--- src/rtl/core/pqs_pkg.sv ---
// Shared word types, codes and limits for the priority quantum scheduler.
package pqs_pkg;

  localparam int unsigned TIME_W = 24;
  localparam int unsigned SUM_W  = 29;

  // action codes
  localparam logic [1:0] ACT_LOAD   = 2'd0;
  localparam logic [1:0] ACT_STEP   = 2'd1;
  localparam logic [1:0] ACT_REPORT = 2'd2;

  // result kinds
  localparam logic [2:0] KIND_LOADED = 3'd0;
  localparam logic [2:0] KIND_IDLE   = 3'd1;
  localparam logic [2:0] KIND_SLICE  = 3'd2;
  localparam logic [2:0] KIND_DONE   = 3'd3;
  localparam logic [2:0] KIND_REPORT = 3'd4;
  localparam logic [2:0] KIND_ERROR  = 3'd5;

  typedef struct packed {
    logic [1:0]  action;
    logic [15:0] arrival_time;
    logic [15:0] burst_length;
    logic [7:0]  task_priority;
    logic [3:0]  entry_index;
  } item_word_t;

  typedef struct packed {
    logic [2:0]        result_kind;
    logic [4:0]        task_number;
    logic [TIME_W-1:0] time_now;
    logic [15:0]       slice_length;
    logic              finished_now;
    logic [TIME_W-1:0] completion_time;
    logic [TIME_W-1:0] turnaround_time;
    logic [TIME_W-1:0] waiting_time;
    logic [SUM_W-1:0]  total_waiting;
    logic [SUM_W-1:0]  total_turnaround;
  } result_word_t;

  // controller -> datapath
  typedef struct packed {
    logic       capture;
    logic       load_wr;
    logic       scan_start;
    logic       scan_issue;
    logic       rpt_rd;
    logic       rpt_data;
    logic       idle_tick;
    logic       exec;
    logic       tat;
    logic       wt;
    logic       accum;
    logic       out_load;
    logic [2:0] out_kind;
  } pqs_cmd_t;

  // datapath -> controller
  typedef struct packed {
    logic [1:0] action;
    logic       full;
    logic       all_done;
    logic       rpt_ok;
    logic       scan_last;
    logic       found;
    logic       out_free;
  } pqs_stat_t;

endpackage

--- src/rtl/core/pqs_ctrl.sv ---
// Sequencing state machine of the priority quantum scheduler.
module pqs_ctrl (
  input  logic             clk,
  input  logic             rst,
  input  logic             item_valid,
  output logic             item_ready,
  input  pqs_pkg::pqs_stat_t stat,
  output pqs_pkg::pqs_cmd_t  cmd
);

  typedef enum logic [10:0] {
    S_IDLE     = 11'b000_0000_0001,
    S_DISPATCH = 11'b000_0000_0010,
    S_SCAN     = 11'b000_0000_0100,
    S_SCAN_END = 11'b000_0000_1000,
    S_DECIDE   = 11'b000_0001_0000,
    S_EXEC     = 11'b000_0010_0000,
    S_RPT_DATA = 11'b000_0100_0000,
    S_TAT      = 11'b000_1000_0000,
    S_WT       = 11'b001_0000_0000,
    S_ACCUM    = 11'b010_0000_0000,
    S_RESULT   = 11'b100_0000_0000
  } state_t;

  state_t     state, state_next;
  logic [2:0] kind, kind_next;

  assign item_ready = (state == S_IDLE);

  always_comb begin
    state_next   = state;
    kind_next    = kind;
    cmd          = '0;
    cmd.out_kind = kind;
    unique case (state)
      S_IDLE: begin
        if (item_valid) begin
          cmd.capture = 1'b1;
          state_next  = S_DISPATCH;
        end
      end
      S_DISPATCH: begin
        unique case (stat.action)
          pqs_pkg::ACT_LOAD: begin
            state_next = S_RESULT;
            if (stat.full) begin
              kind_next = pqs_pkg::KIND_ERROR;
            end else begin
              kind_next   = pqs_pkg::KIND_LOADED;
              cmd.load_wr = 1'b1;
            end
          end
          pqs_pkg::ACT_STEP: begin
            if (stat.all_done) begin
              kind_next  = pqs_pkg::KIND_DONE;
              state_next = S_RESULT;
            end else begin
              kind_next      = pqs_pkg::KIND_SLICE;
              cmd.scan_start = 1'b1;
              state_next     = S_SCAN;
            end
          end
          pqs_pkg::ACT_REPORT: begin
            if (stat.rpt_ok) begin
              kind_next  = pqs_pkg::KIND_REPORT;
              cmd.rpt_rd = 1'b1;
              state_next = S_RPT_DATA;
            end else begin
              kind_next  = pqs_pkg::KIND_ERROR;
              state_next = S_RESULT;
            end
          end
          default: begin
            kind_next  = pqs_pkg::KIND_ERROR;
            state_next = S_RESULT;
          end
        endcase
      end
      S_SCAN: begin
        cmd.scan_issue = 1'b1;
        if (stat.scan_last) state_next = S_SCAN_END;
      end
      S_SCAN_END: state_next = S_DECIDE;
      S_DECIDE: begin
        if (stat.found) begin
          state_next = S_EXEC;
        end else begin
          cmd.idle_tick = 1'b1;
          kind_next     = pqs_pkg::KIND_IDLE;
          state_next    = S_RESULT;
        end
      end
      S_EXEC: begin
        cmd.exec   = 1'b1;
        state_next = S_TAT;
      end
      S_RPT_DATA: begin
        cmd.rpt_data = 1'b1;
        state_next   = S_TAT;
      end
      S_TAT: begin
        cmd.tat    = 1'b1;
        state_next = S_WT;
      end
      S_WT: begin
        cmd.wt     = 1'b1;
        state_next = (kind == pqs_pkg::KIND_SLICE) ? S_ACCUM : S_RESULT;
      end
      S_ACCUM: begin
        cmd.accum  = 1'b1;
        state_next = S_RESULT;
      end
      S_RESULT: begin
        if (stat.out_free) begin
          cmd.out_load = 1'b1;
          state_next   = S_IDLE;
        end
      end
      default: state_next = S_IDLE;
    endcase
  end

  always_ff @(posedge clk) begin
    if (rst) begin
      state <= S_IDLE;
      kind  <= pqs_pkg::KIND_ERROR;
    end else begin
      state <= state_next;
      kind  <= kind_next;
    end
  end

endmodule

--- src/rtl/core/pqs_dp.sv ---
// Task table, scan compare, time arithmetic and result register.
module pqs_dp #(
  parameter int unsigned MAX_PROCS = 16
) (
  input  logic                  clk,
  input  logic                  rst,
  input  pqs_pkg::item_word_t   item_word,
  input  logic                  cfg_valid,
  input  logic [15:0]           cfg_data,
  input  pqs_pkg::pqs_cmd_t     cmd,
  output pqs_pkg::pqs_stat_t    stat,
  output logic                  result_valid,
  input  logic                  result_ready,
  output pqs_pkg::result_word_t result_word
);

  localparam int unsigned IDX_W = (MAX_PROCS > 1) ? $clog2(MAX_PROCS) : 1;
  localparam int unsigned CNT_W = $clog2(MAX_PROCS + 1);
  localparam int unsigned TW    = pqs_pkg::TIME_W;
  localparam int unsigned SW    = pqs_pkg::SUM_W;

  typedef struct packed {
    logic [15:0] arrival;
    logic [15:0] burst;
    logic [7:0]  prio;
  } info_t;

  // table memories, one shared read address
  info_t       info_mem [MAX_PROCS];
  logic [15:0] rem_mem  [MAX_PROCS];
  logic [TW-1:0] comp_mem [MAX_PROCS];
  info_t       rd_info;
  logic [15:0] rd_rem;
  logic [TW-1:0] rd_comp;

  logic [MAX_PROCS-1:0] done;
  logic [CNT_W-1:0]     task_cnt, fin_cnt;
  logic [TW-1:0]        clock_q;
  logic [SW-1:0]        wait_sum, tat_sum;
  logic [15:0]          quantum;
  pqs_pkg::item_word_t  item_q;

  // scan state
  logic [IDX_W-1:0] scan_idx, cmp_idx, best_idx;
  logic             cmp_v, found;
  logic [15:0]      best_arr, best_burst, best_rem;
  logic [7:0]       best_pri;

  // per-item working registers
  logic [4:0]    num_q;
  logic [15:0]   slice_q;
  logic          fin_q;
  logic [TW-1:0] op_comp, tat_q, wt_q;
  logic [15:0]   op_arr, op_burst;

  logic [IDX_W-1:0] rd_addr, ent_addr, load_addr;
  logic             elig, better;
  logic [15:0]      q_eff, slice, rem_new;
  logic [TW:0]      clk_sum;
  logic [TW-1:0]    clock_next, tat_calc, wt_calc;
  logic [SW:0]      wsum_add, tsum_add;
  logic             free;

  assign ent_addr  = IDX_W'(item_q.entry_index);
  assign load_addr = IDX_W'(task_cnt);
  assign rd_addr   = cmd.rpt_rd ? ent_addr : scan_idx;

  assign stat.action    = item_q.action;
  assign stat.full      = (task_cnt == CNT_W'(MAX_PROCS));
  assign stat.all_done  = (fin_cnt >= task_cnt);
  assign stat.rpt_ok    = (32'(item_q.entry_index) < 32'(task_cnt));
  assign stat.scan_last = (scan_idx == IDX_W'(task_cnt - CNT_W'(1)));
  assign stat.found     = found;
  assign free           = !result_valid || result_ready;
  assign stat.out_free  = free;

  // eligibility and priority order
  assign elig   = cmp_v && !done[cmp_idx] && (TW'(rd_info.arrival) <= clock_q);
  assign better = !found || (rd_info.prio < best_pri) ||
                  ((rd_info.prio == best_pri) && (rd_info.arrival < best_arr));

  // slice and saturating clock
  assign q_eff      = (quantum == 16'd0) ? 16'd1 : quantum;
  assign slice      = (best_rem < q_eff) ? best_rem : q_eff;
  assign rem_new    = best_rem - slice;
  assign clk_sum    = {1'b0, clock_q} + (TW + 1)'(cmd.exec ? slice : 16'd1);
  assign clock_next = clk_sum[TW] ? '1 : clk_sum[TW-1:0];

  assign tat_calc = (op_comp >= TW'(op_arr)) ? (op_comp - TW'(op_arr)) : '0;
  assign wt_calc  = (tat_q >= TW'(op_burst)) ? (tat_q - TW'(op_burst)) : '0;
  assign wsum_add = {1'b0, wait_sum} + (SW + 1)'(wt_q);
  assign tsum_add = {1'b0, tat_sum} + (SW + 1)'(tat_q);

  // memories
  always_ff @(posedge clk) begin
    if (cmd.load_wr) begin
      info_mem[load_addr] <= '{arrival: item_q.arrival_time,
                               burst:   item_q.burst_length,
                               prio:    item_q.task_priority};
    end
    if (cmd.load_wr) begin
      rem_mem[load_addr] <= item_q.burst_length;
    end else if (cmd.exec) begin
      rem_mem[best_idx] <= rem_new;
    end
    if (cmd.exec) comp_mem[best_idx] <= clock_next;
    rd_info <= info_mem[rd_addr];
    rd_rem  <= rem_mem[rd_addr];
    rd_comp <= comp_mem[rd_addr];
  end

  // control state
  always_ff @(posedge clk) begin
    if (rst) begin
      done         <= '0;
      task_cnt     <= '0;
      fin_cnt      <= '0;
      clock_q      <= '0;
      wait_sum     <= '0;
      tat_sum      <= '0;
      quantum      <= 16'd1;
      cmp_v        <= 1'b0;
      found        <= 1'b0;
      result_valid <= 1'b0;
    end else begin
      if (cfg_valid) quantum <= cfg_data;
      cmp_v <= cmd.scan_issue;
      if (cmd.load_wr) begin
        done[load_addr] <= 1'b0;
        task_cnt        <= task_cnt + CNT_W'(1);
      end
      if (cmd.scan_start) begin
        found <= 1'b0;
      end else if (elig && better) begin
        found <= 1'b1;
      end
      if (cmd.idle_tick || cmd.exec) clock_q <= clock_next;
      if (cmd.exec && (rem_new == 16'd0)) begin
        done[best_idx] <= 1'b1;
        fin_cnt        <= fin_cnt + CNT_W'(1);
      end
      if (cmd.accum && fin_q) begin
        wait_sum <= wsum_add[SW] ? '1 : wsum_add[SW-1:0];
        tat_sum  <= tsum_add[SW] ? '1 : tsum_add[SW-1:0];
      end
      if (cmd.out_load) begin
        result_valid <= 1'b1;
      end else if (result_ready) begin
        result_valid <= 1'b0;
      end
    end
  end

  // payload
  always_ff @(posedge clk) begin
    if (cmd.capture) item_q <= item_word;
    if (cmd.scan_start) begin
      scan_idx <= '0;
    end else if (cmd.scan_issue) begin
      scan_idx <= scan_idx + IDX_W'(1);
    end
    cmp_idx <= scan_idx;
    if (elig && better) begin
      best_idx   <= cmp_idx;
      best_arr   <= rd_info.arrival;
      best_burst <= rd_info.burst;
      best_pri   <= rd_info.prio;
      best_rem   <= rd_rem;
    end
    if (cmd.load_wr) num_q <= 5'(32'(task_cnt) + 32'd1);
    if (cmd.rpt_rd) begin
      num_q <= 5'(32'(item_q.entry_index) + 32'd1);
      fin_q <= done[ent_addr];
    end
    if (cmd.exec) begin
      num_q    <= 5'(32'(best_idx) + 32'd1);
      slice_q  <= slice;
      fin_q    <= (rem_new == 16'd0);
      op_comp  <= clock_next;
      op_arr   <= best_arr;
      op_burst <= best_burst;
    end
    if (cmd.rpt_data) begin
      op_comp  <= rd_comp;
      op_arr   <= rd_info.arrival;
      op_burst <= rd_info.burst;
    end
    if (cmd.tat) tat_q <= tat_calc;
    if (cmd.wt)  wt_q  <= wt_calc;
    if (cmd.out_load) begin
      result_word.result_kind <= cmd.out_kind;
      result_word.task_number <=
        ((cmd.out_kind == pqs_pkg::KIND_LOADED) || (cmd.out_kind == pqs_pkg::KIND_SLICE) ||
         (cmd.out_kind == pqs_pkg::KIND_REPORT)) ? num_q : 5'd0;
      result_word.time_now     <= clock_q;
      result_word.slice_length <= (cmd.out_kind == pqs_pkg::KIND_SLICE) ? slice_q : 16'd0;
      if (((cmd.out_kind == pqs_pkg::KIND_SLICE) || (cmd.out_kind == pqs_pkg::KIND_REPORT))
          && fin_q) begin
        result_word.finished_now    <= 1'b1;
        result_word.completion_time <= op_comp;
        result_word.turnaround_time <= tat_q;
        result_word.waiting_time    <= wt_q;
      end else begin
        result_word.finished_now    <= 1'b0;
        result_word.completion_time <= '0;
        result_word.turnaround_time <= '0;
        result_word.waiting_time    <= '0;
      end
      result_word.total_waiting    <= wait_sum;
      result_word.total_turnaround <= tat_sum;
    end
  end

  a_fin_le_tasks: assert property (@(posedge clk) disable iff (rst)
    fin_cnt <= task_cnt)
    else $error("finished count above task count");

  a_clock_mono: assert property (@(posedge clk) disable iff (rst)
    !$past(rst) |-> clock_q >= $past(clock_q))
    else $error("clock went backwards");

  a_zero_slice_done: assert property (@(posedge clk) disable iff (rst)
    cmd.exec |=> (slice_q != 16'd0) || fin_q)
    else $error("empty slice on an unfinished task");

  a_out_load_free: assert property (@(posedge clk) disable iff (rst)
    cmd.out_load |-> free)
    else $error("result word overwritten before taken");

endmodule

--- src/rtl/core/priority_quantum_scheduler.sv ---
// Top level of the priority quantum scheduler: controller plus datapath.
//
// Keeps a table of up to MAX_PROCS tasks and handles one word at a time:
// a load appends a task, a step makes one scheduling decision (the most
// urgent arrived, unfinished task runs for min(remaining, quantum); ties go
// to earlier arrival, then lower index; nothing arrived ticks the clock by
// one), a report reads back one row. Every input word yields exactly one
// result word. A step scans the table, which reads one entry per cycle
// through the single read port of the task memories. A new word is taken
// once the previous result is registered, even if that result has not yet
// been taken downstream. The quantum register is written through cfg at any
// time the block is idle; cfg_ready is always high and a quantum of zero
// behaves as one. Times saturate at 2^24-1 and totals at 2^29-1.
module priority_quantum_scheduler #(
  parameter int unsigned MAX_PROCS = 16
) (
  input  logic                  clk,
  input  logic                  rst,
  input  logic                  item_valid,
  output logic                  item_ready,
  input  pqs_pkg::item_word_t   item_word,
  output logic                  result_valid,
  input  logic                  result_ready,
  output pqs_pkg::result_word_t result_word,
  input  logic                  cfg_valid,
  output logic                  cfg_ready,
  input  logic [15:0]           cfg_data
);

  pqs_pkg::pqs_cmd_t  cmd;
  pqs_pkg::pqs_stat_t stat;

  // quantum register always writable
  assign cfg_ready = 1'b1;

  pqs_ctrl u_ctrl (
    .clk        (clk),
    .rst        (rst),
    .item_valid (item_valid),
    .item_ready (item_ready),
    .stat       (stat),
    .cmd        (cmd)
  );

  pqs_dp #(
    .MAX_PROCS (MAX_PROCS)
  ) u_dp (
    .clk          (clk),
    .rst          (rst),
    .item_word    (item_word),
    .cfg_valid    (cfg_valid),
    .cfg_data     (cfg_data),
    .cmd          (cmd),
    .stat         (stat),
    .result_valid (result_valid),
    .result_ready (result_ready),
    .result_word  (result_word)
  );

endmodule

--- config.mk ---
export PLATFORM = sky130hd
export DESIGN_NAME = priority_quantum_scheduler
export DESIGN_NICKNAME = d
export VERILOG_FILES = /design/src/rtl/core/pqs_pkg.sv /design/src/rtl/core/pqs_ctrl.sv /design/src/rtl/core/pqs_dp.sv /design/src/rtl/core/priority_quantum_scheduler.sv
export SDC_FILE = /design/constraint.sdc
export NUM_CORES = 2
export LEC_CHECK = 0
export BUFFER_PORTS_ARGS = -buffer_cell sky130_fd_sc_hd__clkbuf_2
export CAP_MARGIN = 0
export CORE_MARGIN = 5
export CORE_UTILIZATION = 40
export DETAILED_ROUTE_END_ITERATION = 10
export PLACE_DENSITY_LB_ADDON = 0.25
export SYNTH_ARGS = -nofsm -noshare
export SYNTH_HDL_FRONTEND = slang
export SYNTH_SLANG_ARGS = --single-unit
--- constraint.sdc ---
create_clock -name clk -period 30.1 [get_ports clk]
set_input_delay 1.505 -clock clk [delete_from_list [all_inputs] [get_ports clk]]
set_output_delay 1.505 -clock clk [all_outputs]
set_load 0.02 [all_outputs]
# Word-level counts from Yosys, hierarchy flattened
# Memory sizes are Yosys's and may differ from the RTL's. A register that Yosys moved wholly into a read port is not among the register bits.
# Cells that the tools add are included.
# W data, S select, Z words.
[word_totals] register_bits=560 latch_bits=0 mem_bits_rw=1280 rom_bits=0 input_bits=67 out_inout_bits=182 word_cells=206 n_memories=3
[mem_list] name="u_dp.info_mem" depth=16 width=40 read_ports=1 rd_clocked_by_memory_dff=1 write_ports=1 line="pqs_dp.sv:29" source="info_t info_mem [MAX_PROCS];"
[mem_list] name="u_dp.comp_mem" depth=16 width=24 read_ports=1 rd_clocked_by_memory_dff=1 write_ports=1 line="pqs_dp.sv:31" source="logic [TW-1:0] comp_mem [MAX_PROCS];"
[mem_list] name="u_dp.rem_mem" depth=16 width=16 read_ports=1 rd_clocked_by_memory_dff=1 write_ports=1 line="pqs_dp.sv:30" source="logic [15:0] rem_mem [MAX_PROCS];"
[classes] add_sub_neg=13 n_mul=0 div=0 magnitude_cmp=14 n_eq_ne=22 shift=0 mux=76 bitwise_logic=3 reduce_logical=33
[ops] operator="$mux W16" n=11
[ops] operator="$pmux W11 S10" n=1
[ops] operator="$mux W11" n=7
[ops] operator="$mux W73" n=1
[ops] operator="$mux W24" n=3
[ops] operator="$add A29 B24 Y30" n=2
[ops] operator="$mux W29" n=2
[ops] operator="$ge A24 B16 Y1" n=2
[ops] operator="$sub A24 B16 Y24" n=2
[ops] operator="$mux W1" n=36
[ops] operator="$logic_not A16 Y1" n=2
[ops] operator="$lt A16 B16 Y1" n=2
[ops] operator="$add A24 B25 Y25" n=1
[ops] operator="$le A16 B24 Y1" n=1
[ops] operator="$pmux W11 S2" n=1
[ops] operator="$lt A4 B5 Y1 const B" n=4
[ops] operator="$and A16 B16 Y16" n=1
[ops] operator="$not A16 Y16" n=1
[ops] operator="$or A16 B16 Y16" n=1
[ops] operator="$reduce_or A16 Y1" n=1
[ops] operator="$sub A16 B16 Y16" n=1
[ops] operator="$add A5 B1 Y5 const B" n=3
[ops] operator="$mux W5" n=3
[ops] operator="$eq A11 B1 Y1 const B" n=1
[ops] operator="other kinds (43)" n=71

# Longest topological paths before layout
[depth] ltp_word=10 mapped_depth=29 mapped_depth_nobuf=23

# Modules after synthesis
# From an unflattened synthesis, not the netlist that was laid out.
[unflattened] hier_cells=4840 hier_area_um2=78753.0
[modules_own_cells] module="pqs_dp" n_inst=1 cells_per_inst=4732 area_per_inst_um2=77797.1
[modules_own_cells] module="pqs_ctrl" n_inst=1 cells_per_inst=106 area_per_inst_um2=944.7
[modules_own_cells] module="priority_quantum_scheduler" n_inst=1 cells_per_inst=2 area_per_inst_um2=11.3

# Worst setup path after synthesis
# No wires, ideal clock.
[synth_path] path_type="input -> register" startpoint="input result_ready" endpoint="register, netlist name u_dp.result_word[0]" arrival_ns=9.501 slack_ns=19.859 stages=2 n_path_buf=0 cell_sequence="nand2b_1 nor2b_1"
[synth_lines] item="start: declaration" line="priority_quantum_scheduler.sv:23" source="input logic result_ready,"

# Worst setup path after layout
[layout_path] startpoint="register u_dp.quantum[11]" endpoint="register u_dp.op_comp[20], data pin"
[layout_via] elab_chain_cells=9
[layout_lines] item="start: declaration" line="pqs_dp.sv:40" source="logic [15:0] quantum;"
[layout_lines] item="start signal: assignment" line="pqs_dp.sv:126" source="if (cfg_valid) quantum <= cfg_data;"
[layout_lines] item="$logic_not A16 Y1" line="pqs_dp.sv:83" source="assign q_eff = (quantum == 16'd0) ? 16'd1 : quantum;"
[layout_lines] item="$mux W16 *" line="pqs_dp.sv:83"
[layout_lines] item="$lt A16 B16 Y1" line="pqs_dp.sv:84" source="assign slice = (best_rem < q_eff) ? best_rem : q_eff;"
[layout_lines] item="$mux W16 *" line="pqs_dp.sv:84"
[layout_lines] item="net u_dp.slice[1]" line="pqs_dp.sv:58" source="logic [15:0] q_eff, slice, rem_new;"
[layout_lines] item="$mux W16 *" line="pqs_dp.sv:86" source="assign clk_sum = {1'b0, clock_q} + (TW + 1)'(cmd.exec ? slice : 16'd1);"
[layout_lines] item="$add A24 B25 Y25 *" line="pqs_dp.sv:86"
[layout_lines] item="$mux W24 *" line="pqs_dp.sv:87" source="assign clock_next = clk_sum[TW] ? '1 : clk_sum[TW-1:0];"
[layout_lines] item="net u_dp.clock_next[20]" line="pqs_dp.sv:60" source="logic [TW-1:0] clock_next, tat_calc, wt_calc;"
[layout_lines] item="$mux W24 *" line="pqs_dp.sv:175" source="if (cmd.exec) begin"
[layout_lines] item="$mux W24 *" line="pqs_dp.sv:183" source="if (cmd.rpt_data) begin"
[layout_lines] item="end signal: assignment" line="pqs_dp.sv:179" source="op_comp <= clock_next;"
[layout_lines] item="end signal: assignment" line="pqs_dp.sv:184" source="op_comp <= rd_comp;"
[layout_lines] item="end: declaration" line="pqs_dp.sv:53" source="logic [TW-1:0] op_comp, tat_q, wt_q;"
# The timed path passes the listed nets; every way through them passes the cells marked *. The select of a mux whose other input is x is not followed.
# A chain may end at the register's enable or synchronous reset.

==> flow_summary.toml <==
[grt]
grt_antenna_before_repair = 14
grt_pass1_wl_mm = 322
met3_usage_pct = 3.51
grt_start_max_net_pins = 225
grt_overflow = 0
grt_util_met2_pct = 34.1
grt_use_total_pct = 20.4
grt-busiest-layer = "met2"
use_met1_pct = 27.2
grt_pass1_vias = 48400

[setup_path]
required_ns = 30.81
end_kind = "register"
critPathLaunch = "u_dp.quantum[11]"
crit_arrival_ns = 8.20
worstPathMaxFanout = 26
rrSetupSlack_ns = 22.61
r2r-start = "u_dp.quantum[11]"
start_kind = "register"
worstSetupPathType = "reg2reg"

[die]
boundaryPins = 249
dieArea_um2 = 210000
die_height_um = 458
start_util_pct = 40.2
core_area_um2 = 200000
die_x_um = 458
core.rowCount = 164

[routing]
routedWlPerCell_um = 24.0
ant_nets = 0
drt-pass1-iter-count = 6
drt_iter0_markers = 4436
vias = 50500
via_per_inst = 5.50
drc_errors = 0
wl_mm = 220

[clock_tree]
worst_setup_hold_path_clk_slew_ns = 0.06
cts_tree = "built"
cts_max_level = 4
cts_num_sinks = 1920
clockRootBuffer = "clkbuf_16"
worstSkewPairLatency_ns = 0.87
cts.repair.resized = 0
cts_setup_buffers = 0
clockBufferDepth = 3
numCtsBuffers = 198
cts_hold_buf = 0

[placement]
place_area_um2 = 84400
gp_congestion = 0.857
post-place-ws_ns = 22.78
dp_hpwl_mm = 129
place.port_buffers = 247
dp.cells = 8798

[run_status]
status = "complete, no violations"

[sta]
worst_pin_slew_ns = 1.19
setup_viol = 0
fin_crit_sh_pct = 24.9
setup_slack_ns = 22.61
finalMaxSlewViolations = 0
period_minus_slack_ns = 7.49
holdWs_ns = 0.409
tns_ns = 0
clock_skew_ns = 0.0428
fmax_mhz = 134
relSlewSlack_pct = 20.6
rsz0062_at_grt = "no"
hold_violations = 0

[logic_synthesis]
syn_nets = 6397
syn_inst = 6146
synth-seq-cells = 1920
synth.distinct_cells = 90
ys_seq_area_share_pct = 69.0
yosys_warnings = 0
synth_edf_count = 1691
synth-async-reset-ratio_pct = 0
syn-cell-area_um2 = 80200
syn_area_per_cell_um2 = 13.1
synth-main-ff-cell = "edfxtp_1"

[cells_and_area]
fin_area_um2 = 90900
layout_common_cells = "1691 x edfxtp_1, 862 x nand2_1, 434 x a211oi_1"
final_cells = 9180
multiInputGateArea_um2 = 23000
layout-drive-gt1-share_pct = 11.7
final_common_cell = "edfxtp_1"
final_core_util_pct = 45.5
regArea_um2 = 55400
nets = 6593
area_growth_pct = 13.3
fill_cells = 17800

[power]
total_power_mw = 5.43
power.density_nw_per_um2 = 59.8
power_leakage_nw = 31.8
ir_drop_uv = 62.8

[run]
maxCapViolations = 0

[worst_hold_path]
hold_start = "u_dp.rd_rem[5]"
hold_path_class = "reg2reg"
==> cells by family after synthesis <==
| kind of cell | synth area share (%) |
|---|---|
| simple gates | 11.3 |
| other cells | 0.00467 |
| compound gates | 12.2 |
| flops | 69.0 |
| buf+inv | 2.60 |
| mux | 0.823 |
| xor+xnor | 1.12 |
| fa+ha+maj | 2.98 |
==> worst max-delay path, stage by stage (launching register included) <==
cell and delay (ns):
dfxtp_1 0.47, inv_1 0.12, ha_1 0.30, a21oi_1 0.17
o21ai_0 0.14, a221oi_1 0.36, o21ai_2 0.10, inv_1 0.59
o21ai_0 0.25, and2_1 0.25, fa_1 0.41, a21o_1 0.21
a21oi_1 0.21, o21bai_1 0.10, a21oi_1 0.27, o21bai_1 0.16
a2111oi_0 0.98, nor4_1 0.15, or3_1 0.58, nand3_1 0.22
a31oi_1 0.08, mux2i_1 0.91, mux2_2 0.30
==> sequential cells by signal, summed over array words and instances, names as in the netlist, 24 cells and up <==
| name | cells |
|---|---|
| u_dp.wt_q | 24 |
| u_dp.op_comp | 24 |
| u_dp.result_word | 179 |
| u_dp.wait_sum | 29 |
| u_dp.info_mem | 640 |
| u_dp.clock_q | 24 |
| u_dp.rd_info | 40 |
| u_dp.rd_comp | 24 |
| u_dp.tat_q | 24 |
| u_dp.item_q | 40 |
| u_dp.tat_sum | 29 |
| u_dp.rem_mem | 256 |
| u_dp.comp_mem | 384 |
==> path summary, 6_finish.rpt <==
check | cells past startpoint | end
worst max-delay path | 22 | u_dp.op_comp[20]
worst min-delay path | 0 | u_dp.best_rem[5]
worst max register to register | 22 | u_dp.op_comp[20]
worst min register to register | 0 | u_dp.best_rem[5]
==> Yosys cell counts (32+ instances only) <==
cell type	n	area, um2
nand2b_1	52	325
dfxtp_1	229	4580
xnor2_1	58	508
a211oi_1	434	3260
clkbuf_1	289	1080
and2_1	417	2610
and2_0	32	200
a31oi_1	200	1250
a21oi_1	350	1750
inv_1	172	646
nand2_1	863	3240
edfxtp_1	1691	50800
a311oi_1	165	1450
ha_1	179	2240
nor3_1	67	335
a21o_1	37	278
nor2b_1	42	263
nand3_1	32	160
xor2_1	45	394
buf_2	52	260
nand4_1	33	206
nor2_1	245	920
o21ai_0	163	816
==> routing by layer <==
layer | share of wire, % | wire (um)
met5 | 0.017 | 38
met4 | 3.0 | 6650
met3 | 6.0 | 13100
met2 | 48 | 106000
met1 | 43 | 94300
==> power by group <==
part           switching [mW]  internal (mW)
clock                    1.04           1.37
combinational          0.0614         0.0276
sequential             0.0298           2.90
total                    1.13           4.30
==> area by class of cell <==
| type | count | area share [%] |
|---|---|---|
| sequential | 1920 | 60.9 |
| clock inverter | 94 | 0.973 |
| clock buffer | 281 | 6.13 |
| inverter | 173 | 0.716 |
| tap | 2656 | 3.66 |
| antenna | 7 | 0.0193 |
| multi-input combinational | 3697 | 25.3 |
| timing repair buffer | 352 | 2.30 |
Power figures use the tool's default switching activity.
